**config.mk**
```make
export PLATFORM = sky130hd
export DESIGN_NAME = node_lifecycle_fsm_core
export DESIGN_NICKNAME = d
export VERILOG_FILES = /design/src/sv/nlf_pkg.sv /design/src/sv/nlf_step.sv /design/src/sv/node_lifecycle_fsm_core.sv
export VERILOG_INCLUDE_DIRS = /design/src /design/src/sv
export SDC_FILE = /design/constraint.sdc
export NUM_CORES = 1
export LEC_CHECK = 0
export BUFFER_PORTS_ARGS = -buffer_cell sky130_fd_sc_hd__buf_2
export CAP_MARGIN = 20
export CORE_MARGIN = 3
export CORE_UTILIZATION = 56
export CTS_BUF_LIST = sky130_fd_sc_hd__clkbuf_4 sky130_fd_sc_hd__clkbuf_8
export DETAILED_ROUTE_END_ITERATION = 8
export PLACE_DENSITY = 0.82
export SYNTH_ARGS = -nofsm -noshare
export SYNTH_HDL_FRONTEND = slang
export SYNTH_SLANG_ARGS = --single-unit
```
**constraint.sdc**
```tcl
create_clock -name clk_i -period 5.8 [get_ports clk_i]
set_input_delay 1.74 -clock clk_i [delete_from_list [all_inputs] [get_ports clk_i]]
set_output_delay 1.74 -clock clk_i [all_outputs]
set_load 0.05 [all_outputs]
```
**src/sv/node_lifecycle_fsm_core_macros.svh**
```systemverilog
// assertion macros for the node lifecycle controller
// expects clk_i and rst_ni in the scope of each use
`ifndef NODE_LIFECYCLE_FSM_CORE_MACROS_SVH
`define NODE_LIFECYCLE_FSM_CORE_MACROS_SVH
`ifndef SYNTHESIS
`define NLF_ASSERT_SAME(lbl, ante, cons) \
  lbl: assert property (@(posedge clk_i) disable iff (!rst_ni) (ante) |-> (cons)) \
    else $error("nlf check failed in same cycle");
`define NLF_ASSERT_NEXT(lbl, ante, cons) \
  lbl: assert property (@(posedge clk_i) disable iff (!rst_ni) (ante) |=> (cons)) \
    else $error("nlf check failed in next cycle");
`else
`define NLF_ASSERT_SAME(lbl, ante, cons)
`define NLF_ASSERT_NEXT(lbl, ante, cons)
`endif
`endif

```
**src/sv/nlf_pkg.sv**
```systemverilog
// shared types, codes and helpers for the node lifecycle controller
// no dependencies
package nlf_pkg;

  localparam int CountWidth = 16;
  localparam int ChildWidth = 16;
  localparam int CmpWidth   = (CountWidth > ChildWidth) ? CountWidth : ChildWidth;
  localparam int EventWidth = 4;
  localparam int CfgIdxWidth = 1;
  localparam int CfgDataWidth = 2;
  localparam int InDataWidth = 24;
  localparam int OutDataWidth = 16;

  typedef enum logic [4:0] {
    StUninit   = 5'b00001,
    StStarting = 5'b00010,
    StRunning  = 5'b00100,
    StIdling   = 5'b01000,
    StExiting  = 5'b10000
  } life_state_e;

  // event codes
  localparam logic [EventWidth-1:0] EvCreated    = 4'd0;
  localparam logic [EventWidth-1:0] EvCleaned    = 4'd1;
  localparam logic [EventWidth-1:0] EvChildUp    = 4'd2;
  localparam logic [EventWidth-1:0] EvChildDown  = 4'd3;
  localparam logic [EventWidth-1:0] EvParentUp   = 4'd4;
  localparam logic [EventWidth-1:0] EvParentLost = 4'd5;
  localparam logic [EventWidth-1:0] EvQuit       = 4'd6;
  localparam logic [EventWidth-1:0] EvFatal      = 4'd7;
  localparam logic [EventWidth-1:0] EvRecoverOk  = 4'd8;
  localparam logic [EventWidth-1:0] EvRecoverBad = 4'd9;

  localparam logic [1:0] RoleFront = 2'd0;
  localparam logic [1:0] RoleRelay = 2'd1;
  localparam logic [1:0] RoleBack  = 2'd2;

  localparam logic [1:0] StatOk      = 2'd0;
  localparam logic [1:0] StatIllegal = 2'd1;
  localparam logic [1:0] StatNoEvent = 2'd2;

  localparam logic [1:0] ActNone    = 2'd0;
  localparam logic [1:0] ActEnable  = 2'd1;
  localparam logic [1:0] ActDisable = 2'd2;

  localparam logic [CfgIdxWidth-1:0] CfgNodeRole    = 1'd0;
  localparam logic [CfgIdxWidth-1:0] CfgPollingMode = 1'd1;

  localparam logic [2:0] CodeUninit   = 3'd0;
  localparam logic [2:0] CodeStarting = 3'd1;
  localparam logic [2:0] CodeRunning  = 3'd2;
  localparam logic [2:0] CodeIdling   = 3'd3;
  localparam logic [2:0] CodeExiting  = 3'd4;

  typedef struct packed {
    life_state_e             state;
    logic [CountWidth-1:0]   up_count;
    logic [CountWidth-1:0]   down_count;
    logic                    quit_flag;
  } nlf_ctx_t;

  typedef struct packed {
    logic [1:0] status;
    logic       poll_notify;
    logic [1:0] enable_action;
    logic       quit_pending;
    logic [2:0] node_state;
  } nlf_result_t;

  function automatic logic [2:0] state_code(life_state_e st);
    logic [2:0] code;
    case (st)
      StStarting: code = CodeStarting;
      StRunning:  code = CodeRunning;
      StIdling:   code = CodeIdling;
      StExiting:  code = CodeExiting;
      default:    code = CodeUninit;
    endcase
    return code;
  endfunction

  function automatic logic [CountWidth-1:0] sat_inc(logic [CountWidth-1:0] v);
    return (&v) ? v : v + CountWidth'(1);
  endfunction

endpackage

```
**src/sv/nlf_step.sv**
```systemverilog
// transition logic for one event: role tables, counters, result fields
// depends on nlf_pkg
module nlf_step (
  input  nlf_pkg::nlf_ctx_t                   ctx_i,
  input  logic [1:0]                          role_i,
  input  logic                                polling_i,
  input  logic [nlf_pkg::EventWidth-1:0]      event_code_i,
  input  logic [nlf_pkg::ChildWidth-1:0]      child_count_i,
  output nlf_pkg::nlf_ctx_t                   ctx_o,
  output nlf_pkg::nlf_result_t                result_o
);

  localparam int CmpW = nlf_pkg::CmpWidth;

  nlf_pkg::life_state_e               st;
  nlf_pkg::life_state_e               st_n;
  nlf_pkg::life_state_e               cmn_st;
  logic [1:0]                         cmn_stat;
  logic [1:0]                         stat;
  logic [nlf_pkg::CountWidth-1:0]     up_inc;
  logic [nlf_pkg::CountWidth-1:0]     down_inc;
  logic [CmpW-1:0]                    kids_x;
  logic [CmpW-1:0]                    up_x;
  logic [CmpW-1:0]                    peak;
  logic                               up_reached;
  logic                               down_reached;
  logic                               notify;

  assign st       = ctx_i.state;
  assign up_inc   = nlf_pkg::sat_inc(ctx_i.up_count);
  assign down_inc = nlf_pkg::sat_inc(ctx_i.down_count);
  assign kids_x   = CmpW'(child_count_i);
  assign up_x     = CmpW'(ctx_i.up_count);
  assign peak     = (up_x > kids_x) ? up_x : kids_x;
  assign up_reached   = CmpW'(up_inc) >= kids_x;
  assign down_reached = CmpW'(down_inc) >= peak;

  // events shared by several roles
  always_comb begin
    cmn_st   = st;
    cmn_stat = nlf_pkg::StatOk;
    case (event_code_i)
      nlf_pkg::EvCleaned: begin
        if (st == nlf_pkg::StExiting) cmn_st = nlf_pkg::StUninit;
        else cmn_stat = nlf_pkg::StatIllegal;
      end
      nlf_pkg::EvParentLost: begin
        cmn_st = (st == nlf_pkg::StRunning) ? nlf_pkg::StIdling : nlf_pkg::StExiting;
      end
      nlf_pkg::EvFatal: cmn_st = nlf_pkg::StExiting;
      nlf_pkg::EvRecoverOk: begin
        if (st == nlf_pkg::StIdling) cmn_st = nlf_pkg::StRunning;
        else cmn_stat = nlf_pkg::StatIllegal;
      end
      nlf_pkg::EvRecoverBad: begin
        if (st == nlf_pkg::StIdling) cmn_st = nlf_pkg::StExiting;
        else if (st != nlf_pkg::StExiting) cmn_stat = nlf_pkg::StatIllegal;
      end
      default: cmn_stat = nlf_pkg::StatNoEvent;
    endcase
  end

  always_comb begin
    st_n             = st;
    stat             = nlf_pkg::StatOk;
    ctx_o.up_count   = ctx_i.up_count;
    ctx_o.down_count = ctx_i.down_count;
    ctx_o.quit_flag  = ctx_i.quit_flag;
    case (role_i)
      nlf_pkg::RoleFront: begin
        case (event_code_i)
          nlf_pkg::EvCreated: begin
            if (st == nlf_pkg::StUninit) st_n = nlf_pkg::StStarting;
            else stat = nlf_pkg::StatIllegal;
          end
          nlf_pkg::EvChildUp: begin
            ctx_o.up_count = up_inc;
            if ((st == nlf_pkg::StStarting && up_reached) || st == nlf_pkg::StIdling) begin
              st_n = nlf_pkg::StRunning;
            end
          end
          nlf_pkg::EvChildDown: begin
            ctx_o.down_count = down_inc;
            if (st == nlf_pkg::StRunning && down_reached) begin
              st_n = ctx_i.quit_flag ? nlf_pkg::StExiting : nlf_pkg::StIdling;
            end
          end
          nlf_pkg::EvQuit: begin
            ctx_o.quit_flag = 1'b1;
            if (st == nlf_pkg::StIdling) st_n = nlf_pkg::StExiting;
          end
          nlf_pkg::EvCleaned, nlf_pkg::EvFatal: begin
            st_n = cmn_st;
            stat = cmn_stat;
          end
          default: stat = nlf_pkg::StatNoEvent;
        endcase
      end
      nlf_pkg::RoleRelay: begin
        case (event_code_i)
          nlf_pkg::EvCreated: begin
            if (st != nlf_pkg::StStarting) stat = nlf_pkg::StatIllegal;
          end
          nlf_pkg::EvChildUp: begin
            ctx_o.up_count = up_inc;
            if (st == nlf_pkg::StStarting && up_reached) st_n = nlf_pkg::StRunning;
          end
          nlf_pkg::EvChildDown: begin
            ctx_o.down_count = down_inc;
            if (st == nlf_pkg::StRunning && down_reached && ctx_i.quit_flag) begin
              st_n = nlf_pkg::StExiting;
            end
          end
          nlf_pkg::EvParentUp: begin
            if (st == nlf_pkg::StUninit) st_n = nlf_pkg::StStarting;
            else stat = nlf_pkg::StatIllegal;
          end
          nlf_pkg::EvQuit: begin
            ctx_o.quit_flag = 1'b1;
            if (child_count_i == '0) st_n = nlf_pkg::StExiting;
          end
          default: begin
            st_n = cmn_st;
            stat = cmn_stat;
          end
        endcase
      end
      nlf_pkg::RoleBack: begin
        case (event_code_i)
          nlf_pkg::EvCreated: begin
            if (st == nlf_pkg::StStarting) st_n = nlf_pkg::StRunning;
            else stat = nlf_pkg::StatIllegal;
          end
          nlf_pkg::EvChildUp, nlf_pkg::EvChildDown: stat = nlf_pkg::StatNoEvent;
          nlf_pkg::EvParentUp: begin
            if (st == nlf_pkg::StUninit) st_n = nlf_pkg::StStarting;
            else stat = nlf_pkg::StatIllegal;
          end
          nlf_pkg::EvQuit: begin
            if (st == nlf_pkg::StRunning) st_n = nlf_pkg::StExiting;
            else if (st != nlf_pkg::StExiting) stat = nlf_pkg::StatIllegal;
          end
          default: begin
            st_n = cmn_st;
            stat = cmn_stat;
          end
        endcase
      end
      default: stat = nlf_pkg::StatNoEvent;
    endcase
    ctx_o.state = st_n;
  end

  // wake the poller: front end going idle or back end exiting
  assign notify = polling_i &&
                  ((role_i == nlf_pkg::RoleFront && st_n == nlf_pkg::StIdling) ||
                   (role_i == nlf_pkg::RoleBack && st_n == nlf_pkg::StExiting));

  always_comb begin
    result_o.node_state   = nlf_pkg::state_code(st_n);
    result_o.quit_pending = ctx_o.quit_flag;
    result_o.poll_notify  = notify;
    result_o.status       = stat;
    if (st_n == nlf_pkg::StExiting) result_o.enable_action = nlf_pkg::ActDisable;
    else if (st_n != nlf_pkg::StUninit) result_o.enable_action = nlf_pkg::ActEnable;
    else result_o.enable_action = nlf_pkg::ActNone;
  end

endmodule

```
**src/sv/node_lifecycle_fsm_core.sv**
```systemverilog
// top level of the node lifecycle controller: stream ports, config, state registers
// depends on nlf_pkg, nlf_step and node_lifecycle_fsm_core_macros.svh
//
//   port group  dir  payload
//   s_axis      in   event_code, child_count
//   m_axis      out  node_state, quit_pending, enable_action, poll_notify, status
//   cfg         in   index 0 node_role, index 1 polling_mode
//
// one item per cycle sustained while m_axis is not stalled; an item moves from the input register
// into the result register and leaves from there
// the state update for an item happens as it moves into the result register
// a stalled m_axis holds both registers; s_axis stays ready while the input stage can drain
// reset clears state, counters, quit flag and config; cfg_ready_o is always high
`include "node_lifecycle_fsm_core_macros.svh"

module node_lifecycle_fsm_core (
  input  logic                                clk_i,
  input  logic                                rst_ni,
  input  logic                                s_axis_tvalid_i,
  output logic                                s_axis_tready_o,
  // event_code [3:0], child_count [19:4], zero [23:20]
  input  logic [nlf_pkg::InDataWidth-1:0]     s_axis_tdata_i,
  output logic                                m_axis_tvalid_o,
  input  logic                                m_axis_tready_i,
  // node_state [2:0], quit_pending [3], enable_action [5:4], poll_notify [6],
  // status [8:7], zero [15:9]
  output logic [nlf_pkg::OutDataWidth-1:0]    m_axis_tdata_o,
  input  logic                                cfg_valid_i,
  output logic                                cfg_ready_o,
  input  logic [nlf_pkg::CfgIdxWidth-1:0]     cfg_index_i,
  input  logic [nlf_pkg::CfgDataWidth-1:0]    cfg_data_i
);

  localparam int PadW = nlf_pkg::OutDataWidth - $bits(nlf_pkg::nlf_result_t);

  logic                                in_valid_q;
  logic [nlf_pkg::EventWidth-1:0]      event_q;
  logic [nlf_pkg::ChildWidth-1:0]      kids_q;
  logic                                out_valid_q;
  nlf_pkg::nlf_result_t                res_q;
  nlf_pkg::nlf_result_t                res_d;
  nlf_pkg::nlf_ctx_t                   ctx_q;
  nlf_pkg::nlf_ctx_t                   ctx_d;
  logic [1:0]                          role_q;
  logic                                polling_q;
  logic                                out_free;
  logic                                advance;
  logic                                in_load;

  assign out_free        = !out_valid_q || m_axis_tready_i;
  assign advance         = in_valid_q && out_free;
  assign s_axis_tready_o = !in_valid_q || out_free;
  assign in_load         = s_axis_tvalid_i && s_axis_tready_o;
  assign cfg_ready_o     = 1'b1;

  always_ff @(posedge clk_i or negedge rst_ni) begin
    if (!rst_ni) begin
      role_q    <= nlf_pkg::RoleFront;
      polling_q <= 1'b0;
    end else if (cfg_valid_i) begin
      case (cfg_index_i)
        nlf_pkg::CfgNodeRole:    role_q    <= cfg_data_i[1:0];
        nlf_pkg::CfgPollingMode: polling_q <= cfg_data_i[0];
        default: ;
      endcase
    end
  end

  always_ff @(posedge clk_i or negedge rst_ni) begin
    if (!rst_ni) begin
      in_valid_q <= 1'b0;
    end else if (s_axis_tready_o) begin
      in_valid_q <= s_axis_tvalid_i;
    end
  end

  always_ff @(posedge clk_i) begin
    if (in_load) begin
      event_q <= s_axis_tdata_i[nlf_pkg::EventWidth-1:0];
      kids_q  <= s_axis_tdata_i[nlf_pkg::EventWidth +: nlf_pkg::ChildWidth];
    end
  end

  nlf_step u_step (
    .ctx_i         (ctx_q),
    .role_i        (role_q),
    .polling_i     (polling_q),
    .event_code_i  (event_q),
    .child_count_i (kids_q),
    .ctx_o         (ctx_d),
    .result_o      (res_d)
  );

  always_ff @(posedge clk_i or negedge rst_ni) begin
    if (!rst_ni) begin
      ctx_q.state      <= nlf_pkg::StUninit;
      ctx_q.up_count   <= '0;
      ctx_q.down_count <= '0;
      ctx_q.quit_flag  <= 1'b0;
    end else if (advance) begin
      ctx_q <= ctx_d;
    end
  end

  always_ff @(posedge clk_i or negedge rst_ni) begin
    if (!rst_ni) begin
      out_valid_q <= 1'b0;
    end else if (out_free) begin
      out_valid_q <= in_valid_q;
    end
  end

  always_ff @(posedge clk_i) begin
    if (advance) begin
      res_q <= res_d;
    end
  end

  assign m_axis_tvalid_o = out_valid_q;
  assign m_axis_tdata_o  = {{PadW{1'b0}}, res_q};

  // illegal transition must leave the lifecycle state alone
  `NLF_ASSERT_NEXT(a_illegal_keeps_state, advance && res_d.status == nlf_pkg::StatIllegal, ctx_q.state == $past(ctx_q.state))
  // quit request is sticky
  `NLF_ASSERT_NEXT(a_quit_sticky, ctx_q.quit_flag, ctx_q.quit_flag)
  // saturating counters never go back
  `NLF_ASSERT_NEXT(a_up_monotonic, 1'b1, ctx_q.up_count >= $past(ctx_q.up_count))
  // a result only appears after an item sat in the input register
  `NLF_ASSERT_SAME(a_result_has_source, $rose(out_valid_q), $past(in_valid_q))
  // reported state matches the state register once loaded
  `NLF_ASSERT_NEXT(a_result_tracks_state, advance, res_q.node_state == nlf_pkg::state_code(ctx_q.state))

endmodule
```
==> out/qor.txt, run 1 <==
DP Worst Slack: 633 ps
CTS hold repair buffers: 0
RSZ-0062 raised after global routing: false
Antenna diodes: 0
Dpl hpwl: 11500 um
Hold WC Path Type: flip-flop to flip-flop
Total congestion overflow: 0
Clock Tree Buf Depth: 2
Element type at the critical path end: flip-flop
Clock-pin slew on the worst setup and hold paths: 100 ps
Post-DRT Antenna Nets: 0
Hold_sp: in_valid_q
Critical path class: flip-flop to flip-flop
GRT Util Overall: 27.6%
Post-synth EDFFs: 29
CP startpoint: kids_q[9]
Area of the multi-input gates: 0.00355 mm^2
Commonest non-fill, non-tap cells in the layout: nand2_1, ha_1, nor2_1
VDD IR max: 0.189 mV
DRT iter0 DRCs: 309
Final hold viol count: 0
RR Endpoint: m_axis_tdata_o[4]
Hold path depth: 1
Root buf cell: clkbuf_8
Commonest non-fill, non-tap cell in the layout: nand2_1
Final nets: 740
Relative slew margins: 32.2%
Antenna violations before repair: 0
Status: finished, final reports clean
Peak fanout along the critical path: 16
Synth Area per Inst: 9.08 um^2
Global-route wire length before repair: 24900 um
CTS sink cnt: 72
Die W: 107 um
Leakage: 2.73 nW
Area after DPL: 0.00601 mm^2
Max Fclk: 0.190 GHz
Fill cells: 808
Setup TNS: 0 ps
Sequential area share after synthesis: 33.8%
Reg-to-Reg Start: kids_q[9]
Number of global-route vias before repair: 4988
Ys async rst share: 59.7%
Routed Wire Length: 15400 um
Worst path arrival time: 5400 ps
R2R setup slack: 530 ps
Worst setup SP type: flip-flop
WHS Endpoint: m_axis_tvalid_o
Largest net degree at the start of global routing: 44
Synth Register Bits: 72
Library cells used by synthesis: 73
DR pass1 iterations: 6
Syn Inst Count: 634
Clock Latency Late Sink: 370 ps
DR vias: 5032
Core area: 0.00986 mm^2
Setup repair bufs after CTS: 0
Io pins: 51
# resized after CTS: 0
Max-slew violation count: 0
Vias per std cell: 6.32
Buffers on Ports: 38
Die Area: 0.0115 mm^2
Wire per inst: 19.3 um
FF/Latch Area: 0.00195 mm^2
Final core utilization: 63.2%
Setup violators final: 0
Main synth FF type: dfrtp_1
TritonCTS clock tree: yes
Fin crit period: 5270 ps
Placer Congestion: 1.02
Fin area: 0.00623 mm^2
Ys Warns: 0
Req. time, crit path: 5920 ps
Layout cells sized above 1: 13.6%
Initial core utilization: 58.3%
Power per cell area: 275 mW/mm^2
P&R area growth vs syn: 8.26%
CTS H-Tree Depth: 3
Cell Count Post-Placement: 779
Die Ht: 107 um
Period utilisation layout: 90.9%
Max_cap viols: 0
Cell Count, Final, Fillers Out: 796
# DRC: 0
Worst reg-to-reg path cell count: 19
Row count: 36
Worst Clk Skew: 15.2 ps
CTS Buf Count: 9
Final setup margin: 526 ps
Hold WS: 506 ps
Total power: 1.71 mW
Post-Syn Area: 0.00576 mm^2
Worst Tran Pin Value: 1020 ps
[Yosys cell counts (4+ instances only)]
cell type,n,area share [%]
o21ai_0,19,1.7
nand2_1,52,3.4
nor2_1,47,3.1
a31oi_1,8,0.87
nor3_1,17,1.5
buf_4,8,1.0
mux2_2,15,2.9
o21a_1,10,1.3
a211oi_1,4,0.52
a21o_1,8,1.0
o31ai_1,6,0.78
inv_1,24,1.6
dfrtp_1,42,18
and4_1,6,0.91
nor2b_1,9,0.98
and2_1,4,0.43
nor4b_1,4,0.61
ha_1,50,11
nor4_1,9,0.98
o211ai_1,7,0.91
clkbuf_1,29,1.9
nand2b_1,10,1.1
xnor2_1,23,3.5
edfxtp_1,29,15
o21ai_1,8,0.70
nand4_1,19,2.1
and3_1,7,0.76
nand3_1,26,2.3
xor2_1,26,4.0
a21oi_1,29,2.5
mux2i_1,15,2.6
[state kept, by name (all words and copies together), names as in the netlist]
| signal | cells |
|---|---|
| ctx_q | 38 |
| event_q | 4 |
| in_valid_q | 1 |
| kids_q | 16 |
| m_axis_tdata_o | 9 |
| m_axis_tvalid_o | 1 |
| polling_q | 1 |
| role_q | 2 |
[critical path, stage by stage, from the launching register on]
cell and delay (ps):
edfxtp_1 450, inv_1 130, ha_1 260, a21o_1 170
a21o_1 180, a21o_1 180, a21oi_1 140, nor2b_1 60
o21ai_0 240, a31oi_2 130, buf_4 240, mux2i_1 190
ha_1 350, nand4_1 140, or3_4 430, a2111oi_4 370
o31ai_1 170, a221oi_1 310, o221ai_1 290, or4_1 590
[cell type report]
cell class | instances | share of cell area (%)
Tap cell | 133 | 2.67
Clock inverter | 7 | 1.27
Timing Repair Buffer | 46 | 4.22
Inverter | 26 | 1.57
Clock buffer | 9 | 1.99
Multi-Input combinational cell | 503 | 57.0
Sequential cell | 72 | 31.3
[power breakdown]
group	switching (mW)	internal [mW]	leakage, nW
Clock	0.219	0.202	0.0925
Sequential	0.121	0.601	0.842
Combinational	0.340	0.229	1.80
Total	0.680	1.03	2.73
[worst max path at each step]
stage | end | slack (ps) | cells after the start
global placement | m_axis_tdata_o[4] | 750 | 19
floorplan | m_axis_tdata_o[4] | 610 | 19
global route | m_axis_tdata_o[5] | 200 | 21
finish | m_axis_tdata_o[4] | 530 | 19
detailed placement | m_axis_tdata_o[4] | 630 | 19
CTS | m_axis_tdata_o[4] | 590 | 19
[routing by layer]
metal | global-route usage (%) | up-vias | wire length (um)
met2 | 47.2 | 177 | 7620
met3 | 2.94 | 41 | 734
met5 | 0 | - | 0
li1 | - | 2390 | -
met1 | 34.5 | 2424 | 6460
met4 | 13.9 | 0 | 584
[cell families (layout without fill, tap and decap cells)]
family | count (synthesis) | count (layout) | synth area share, %
flip-flops | 72 | 72 | 33.8
buffers and inverters | 65 | 88 | 4.91
AO/OA/AOI/OAI | 140 | 140 | 16.8
XOR/XNOR | 49 | 49 | 7.46
other | 2 | 8 | 0.130
AND/OR/NAND/NOR | 226 | 226 | 20.4
multiplexers | 30 | 30 | 5.54
adder cells (fa/ha/maj) | 50 | 50 | 10.9
Note: power is estimated with default switching activity, not from simulation.
==> inputs of run 2 (changes only) <==
--- a/config.mk
+++ b/config.mk
@@ -13,6 +13,7 @@
 export CTS_BUF_LIST = sky130_fd_sc_hd__clkbuf_4 sky130_fd_sc_hd__clkbuf_8
 export DETAILED_ROUTE_END_ITERATION = 8
 export PLACE_DENSITY = 0.82
+export SKIP_LAST_GASP = 1
 export SYNTH_ARGS = -nofsm -noshare
 export SYNTH_HDL_FRONTEND = slang
 export SYNTH_SLANG_ARGS = --single-unit
==> constraint.sdc (replaced) <==
create_clock -name clk_i -period 5 [get_ports clk_i]
set_input_delay 1.5 -clock clk_i [delete_from_list [all_inputs] [get_ports clk_i]]
set_output_delay 1.5 -clock clk_i [all_outputs]
set_load 0.05 [all_outputs]
==> run 2 against run 1 <==
Net effect: global-route usage decreased by 0.13 points; clock power increased by 13%; clock skew decreased by 5.4 ps.
==> out/qor.txt, run 2 (synthesized netlist as in run 1, its figures left out) <==
Status: finished, final reports clean
Hold path depth: 1 (unchanged)
CTS H-Tree Depth: 3 (unchanged)
Largest Register: ctx_q
Fill cells: 772 (-4.5%)
Setup violators final: 0 (unchanged)
Cell Count, Final, Fillers Out: 822 (+3.3%)
Cell Count Post-Placement: 798 (+2.4%)
Worst path arrival time: 5000 ps (-400 ps)
Die W: 107 um (unchanged)
Commonest non-fill, non-tap cell in the layout: nand2_1
Hold WC Path Type: flip-flop to flip-flop
Area after DPL: 0.00615 mm^2 (+2.4%)
Final nets: 766 (+3.5%)
Routed Wire Length: 15700 um (+1.9%)
Max Fclk: 0.205 GHz (+8.0%)
DP Worst Slack: -136 ps (-769 ps)
Die Area: 0.0115 mm^2 (unchanged)
Fin area: 0.00653 mm^2 (+4.8%)
Total power: 2.03 mW (+18%)
Hold WS: 512 ps (+6.23 ps)
Commonest non-fill, non-tap cells in the layout: nand2_1, ha_1, nor2_1
Placer Congestion: 0.983 (-4.0%)
Fin crit period: 4880 ps (-390 ps)
Max_cap viols: 0 (unchanged)
Initial core utilization: 58.3% (unchanged)
DRT iter0 DRCs: 324 (+4.9%)
Total congestion overflow: 0 (unchanged)
Dpl hpwl: 11600 um (+0.49%)
Row count: 36 (unchanged)
Antenna violations before repair: 0 (unchanged)
DR pass1 iterations: 5 (-1)
VDD IR max: 0.256 mV (+35%)
Worst Clk Skew: 9.79 ps (-5.43 ps)
Area of the multi-input gates: 0.00366 mm^2 (+3.0%)
Buffers on Ports: 38 (unchanged)
TritonCTS clock tree: yes
Power per cell area: 311 mW/mm^2 (+13%)
Io pins: 51 (unchanged)
Setup TNS: 0 ps (unchanged)
Worst setup SP type: flip-flop
FF/Latch Area: 0.00195 mm^2 (unchanged)
Worst Tran Pin Value: 1040 ps (+25.8 ps)
Vias per std cell: 6.37 (+0.74%)
Number of global-route vias before repair: 5114 (+2.5%)
Worst reg-to-reg path cell count: 19 (unchanged)
DR vias: 5235 (+4.0%)
Core area: 0.00986 mm^2 (unchanged)
Die Ht: 107 um (unchanged)
Post-DRT Antenna Nets: 0 (unchanged)
# DRC: 0 (unchanged)
Element type at the critical path end: flip-flop
Relative slew margins: 30.5% (-1.7 points)
Max-slew violation count: 0 (unchanged)
Largest net degree at the start of global routing: 44 (unchanged)
CTS hold repair buffers: 0 (unchanged)
CTS Buf Count: 9 (unchanged)
Wire per inst: 19.1 um (-1.4%)
Antenna diodes: 0 (unchanged)
Critical path class: flip-flop to flip-flop
Clock Tree Buf Depth: 2 (unchanged)
Final hold viol count: 0 (unchanged)
Root buf cell: clkbuf_8
GRT Util Overall: 27.4% (-0.13 points)
Final setup margin: 116 ps (-410 ps)
Period utilisation layout: 97.7% (+6.8 points)
Clock-pin slew on the worst setup and hold paths: 80 ps (-20 ps)
Req. time, crit path: 5110 ps (-810 ps)
Global-route wire length before repair: 24700 um (-0.69%)
Peak fanout along the critical path: 5 (-11)
Final core utilization: 66.2% (+3.0 points)
Clock Latency Late Sink: 370 ps (about the same)
Leakage: 2.87 nW (+4.9%)
Layout cells sized above 1: 18.7% (+5.1 points)
Max FFs per register: 38 (unchanged)
CTS sink cnt: 72 (unchanged)
P&R area growth vs syn: 13.5%
run 2: per-layer routing:
layer | up-vias | wire length [um] | track usage, %
met1 | 2460 | 6350 | 33.3
met2 | 271 | 7510 | 45.4
met3 | 76 | 1010 | 4.86
met5 | - | 0 | 0
li1 | 2428 | - | -
met4 | 0 | 806 | 16.6
run 2: path summary, 6_finish.rpt:
path / end / startpoint / slack [ps]
setup / recovery: m_axis_tdata_o[4] / kids_q[9] / 120
setup reg to reg: m_axis_tdata_o[4] / kids_q[9] / 120
min in group asynchronous: ctx_q[30] / rst_ni / 940
hold reg to reg: m_axis_tvalid_o / in_valid_q / 510
hold / removal: m_axis_tvalid_o / in_valid_q / 510
max in group asynchronous: ctx_q[33] / rst_ni / 3540
run 2: power breakdown:
| group | internal [mW] | switching (mW) |
|---|---|---|
| Sequential | 0.698 | 0.128 |
| Clock | 0.249 | 0.228 |
| Combinational | 0.308 | 0.418 |
| Total | 1.25 | 0.774 |
run 2: worst max-delay path: stages (launching register included):
cell       delay, ps
edfxtp_1         450
inv_2            120
ha_4             210
a21o_1           170
a21o_1           180
a21o_1           180
a21oi_2          120
nor2b_1           70
o21ai_2          270
a31oi_4          190
buf_6            190
mux2i_1          110
ha_1             290
nand2_1           80
or3_4            400
a2111oi_4        320
o311ai_2         140
a211o_1          290
a211o_1          350
or4_1            500
run 2: cell type report:
class	count	area share [%]
sequential	72	29.8
tap	133	2.55
multi-input combinational	504	56.0
timing repair buffer	71	7.01
inverter	26	1.49
clock buffer	11	2.22
clock inverter	5	0.862
run 2: repair_timing:
item / CTS / global route
pin swaps: 1 / 10
setup endpoints to repair: 6 / 6
resized for setup: 4 / 16
setup buffers: 1 / 5
cloned: 1 / 0
hold endpoints to repair: 0 / 0
==> inputs of run 3 (changes only) <==
--- a/config.mk
+++ b/config.mk
@@ -6,13 +6,13 @@
 export SDC_FILE = /design/constraint.sdc
 export NUM_CORES = 1
 export LEC_CHECK = 0
-export BUFFER_PORTS_ARGS = -buffer_cell sky130_fd_sc_hd__buf_2
-export CAP_MARGIN = 20
 export CORE_MARGIN = 3
 export CORE_UTILIZATION = 56
 export CTS_BUF_LIST = sky130_fd_sc_hd__clkbuf_4 sky130_fd_sc_hd__clkbuf_8
 export DETAILED_ROUTE_END_ITERATION = 8
-export PLACE_DENSITY = 0.82
+export DONT_BUFFER_PORTS = 1
+export PLACE_DENSITY = 0.77
+export REMOVE_ABC_BUFFERS = 1
 export SKIP_LAST_GASP = 1
 export SYNTH_ARGS = -nofsm -noshare
 export SYNTH_HDL_FRONTEND = slang
==> run 3 against run 2 <==
Net effect: routed wire length shrank 2.7%; maximum frequency grew 0.62%; cell area shrank 3.8%; critical endpoint unchanged.
==> out/qor.txt, run 3 (synthesized netlist as in run 1, its figures left out) <==
Setup violators final: 0 (unchanged)
Io pins: 51 (unchanged)
Number of global-route vias before repair: 4925 (-3.7%)
Critical path class: flip-flop to flip-flop
Antenna violations before repair: 0 (unchanged)
Setup repair bufs after CTS: 0 (-1)
Fin area: 0.00628 mm^2 (-3.8%)
Largest Register: ctx_q
Wire per inst: 19.5 um (+2.4%)
Max-slew violation count: 0 (unchanged)
DR vias: 5076 (-3.0%)
Final hold viol count: 0 (unchanged)
Dpl hpwl: 11400 um (-1.4%)
Clock-pin slew on the worst setup and hold paths: 90 ps (about the same)
Hold WC Path Type: flip-flop to flip-flop
Placer Congestion: 0.981 (-0.26%)
CTS sink cnt: 72 (unchanged)
Peak fanout along the critical path: 6 (+1)
TritonCTS clock tree: yes
Relative slew margins: 35.5% (+5.0 points)
Vias per std cell: 6.50 (+2.1%)
Fin crit period: 4850 ps (-30.1 ps)
Final core utilization: 63.7% (-2.5 points)
Initial core utilization: 58.3% (unchanged)
WHS Endpoint: m_axis_tvalid_o
Post-DRT Antenna Nets: 0 (unchanged)
Core area: 0.00986 mm^2 (unchanged)
DRT iter0 DRCs: 424 (+31%)
R2R setup slack: 150 ps (+30 ps)
Cell Count, Final, Fillers Out: 781 (-5.0%)
Cell Count Post-Placement: 765 (-4.1%)
Worst setup SP type: flip-flop
Buffers on Ports: 0 (-100%)
Period utilisation layout: 97.1% (-0.60 points)
Status: finished, final reports clean
Total power: 2.03 mW (+0.25%)
Clock Latency Late Sink: 370 ps (about the same)
Clock Tree Buf Depth: 2 (unchanged)
Max FFs per register: 38 (unchanged)
Max_cap viols: 0 (unchanged)
Hold_sp: in_valid_q
Commonest non-fill, non-tap cell in the layout: nand2_1
Die W: 107 um (unchanged)
P&R area growth vs syn: 9.11%
CTS hold repair buffers: 0 (unchanged)
Area after DPL: 0.00600 mm^2 (-2.5%)
RR Endpoint: m_axis_tdata_o[4]
Root buf cell: clkbuf_8
Antenna diodes: 0 (unchanged)
Routed Wire Length: 15300 um (-2.7%)
Die Area: 0.0115 mm^2 (unchanged)
Worst path arrival time: 4960 ps (-40 ps)
VDD IR max: 0.198 mV (-23%)
# DRC: 0 (unchanged)
Power per cell area: 324 mW/mm^2 (+4.2%)
Global-route wire length before repair: 24800 um (+0.42%)
Commonest non-fill, non-tap cells in the layout: nand2_1, ha_1, nor2_1
Hold path depth: 1 (unchanged)
Worst Clk Skew: 16.5 ps (+6.74 ps)
CTS H-Tree Depth: 3 (unchanged)
Total congestion overflow: 0 (unchanged)
Worst reg-to-reg path cell count: 19 (unchanged)
Die Ht: 107 um (unchanged)
Final nets: 725 (-5.4%)
Reg-to-Reg Start: kids_q[9]
Leakage: 2.72 nW (-5.3%)
Largest net degree at the start of global routing: 44 (unchanged)
Max Fclk: 0.206 GHz (+0.62%)
CTS Buf Count: 9 (unchanged)
Element type at the critical path end: flip-flop
Layout cells sized above 1: 13.1% (-5.6 points)
Hold WS: 511 ps (-0.697 ps)
Req. time, crit path: 5110 ps (about the same)
Worst Tran Pin Value: 967 ps (-75.5 ps)
DR pass1 iterations: 5 (unchanged)
Row count: 36 (unchanged)
GRT Util Overall: 27.3% (-0.067 points)
==> run 3: changes by cell type in the layout (fill, tap and decap cells not counted), sizes merged <==
cell,before,now
clkbuf,11,9
a31oi,9,8
bufinv,1,2
inv,26,27
buf,71,31
==> run 3: critical path, cell delays in order, from the launching register on <==
cell	delay, ps
edfxtp_1	400
inv_1	100
ha_1	250
a21o_1	170
a21o_1	200
a21o_1	180
a21oi_1	150
nor2b_1	80
o21ai_2	160
a31oi_2	130
buf_6	160
mux2i_1	150
ha_2	400
nand2_8	50
or3_4	410
a2111oi_4	360
o311ai_2	140
a211o_1	290
a211o_1	300
or4_1	530
==> run 3: cell type report <==
class,count,area (um^2)
Sequential cell,72,1950
Tap cell,133,166
Inverter,26,97.6
Clock inverter,7,95.1
Clock buffer,9,124
Multi-Input combinational cell,503,3610
Fill cell,790,3580
Timing Repair Buffer,31,236
==> run 3: timing repair <==
action	4_1_cts	5_1_grt
endpoints found under the setup margin	4	6
resized for setup	2	13
endpoints found under the hold margin	0	0
pin swaps	0	7
==> run 3: worst max-delay path by stage <==
stage,start,slack (ps),endpoint,cells past startpoint
final,kids_q[9],150,m_axis_tdata_o[4],19
after global routing,kids_q[1],-10,m_axis_tdata_o[1],22
after CTS,kids_q[9],30,m_axis_tdata_o[4],19
after detailed placement,kids_q[9],-2,m_axis_tdata_o[1],22
after global placement,kids_q[9],40,m_axis_tdata_o[4],19
after floorplan,ctx_q[26],-510,m_axis_tdata_o[4],17
==> run 3: per-layer routing <==
metal / global-route usage [%] / wire length, um / up-vias
li1: - / - / 2355
met1: 35.0 / 6350 / 2474
met2: 46.2 / 7600 / 207
met3: 4.98 / 863 / 40
met4: 10.2 / 437 / 0
met5: 0 / 0 / -
==> run 3: report_power, final <==
part	total (mW)	internal, mW	switching, mW	leakage [nW]
combinational	0.635	0.276	0.358	1.76
clock	0.520	0.282	0.238	0.110
sequential	0.879	0.699	0.180	0.842
==> run 3: per-stage QoR <==
stage                     setup slack (ps)  setup TNS, ps
after global routing                 -11.1          -11.1
final                                  146              0
after CTS                             33.7              0
after floorplan                       -506          -2110
after detailed placement             -1.94          -1.94
after global placement                35.8              0
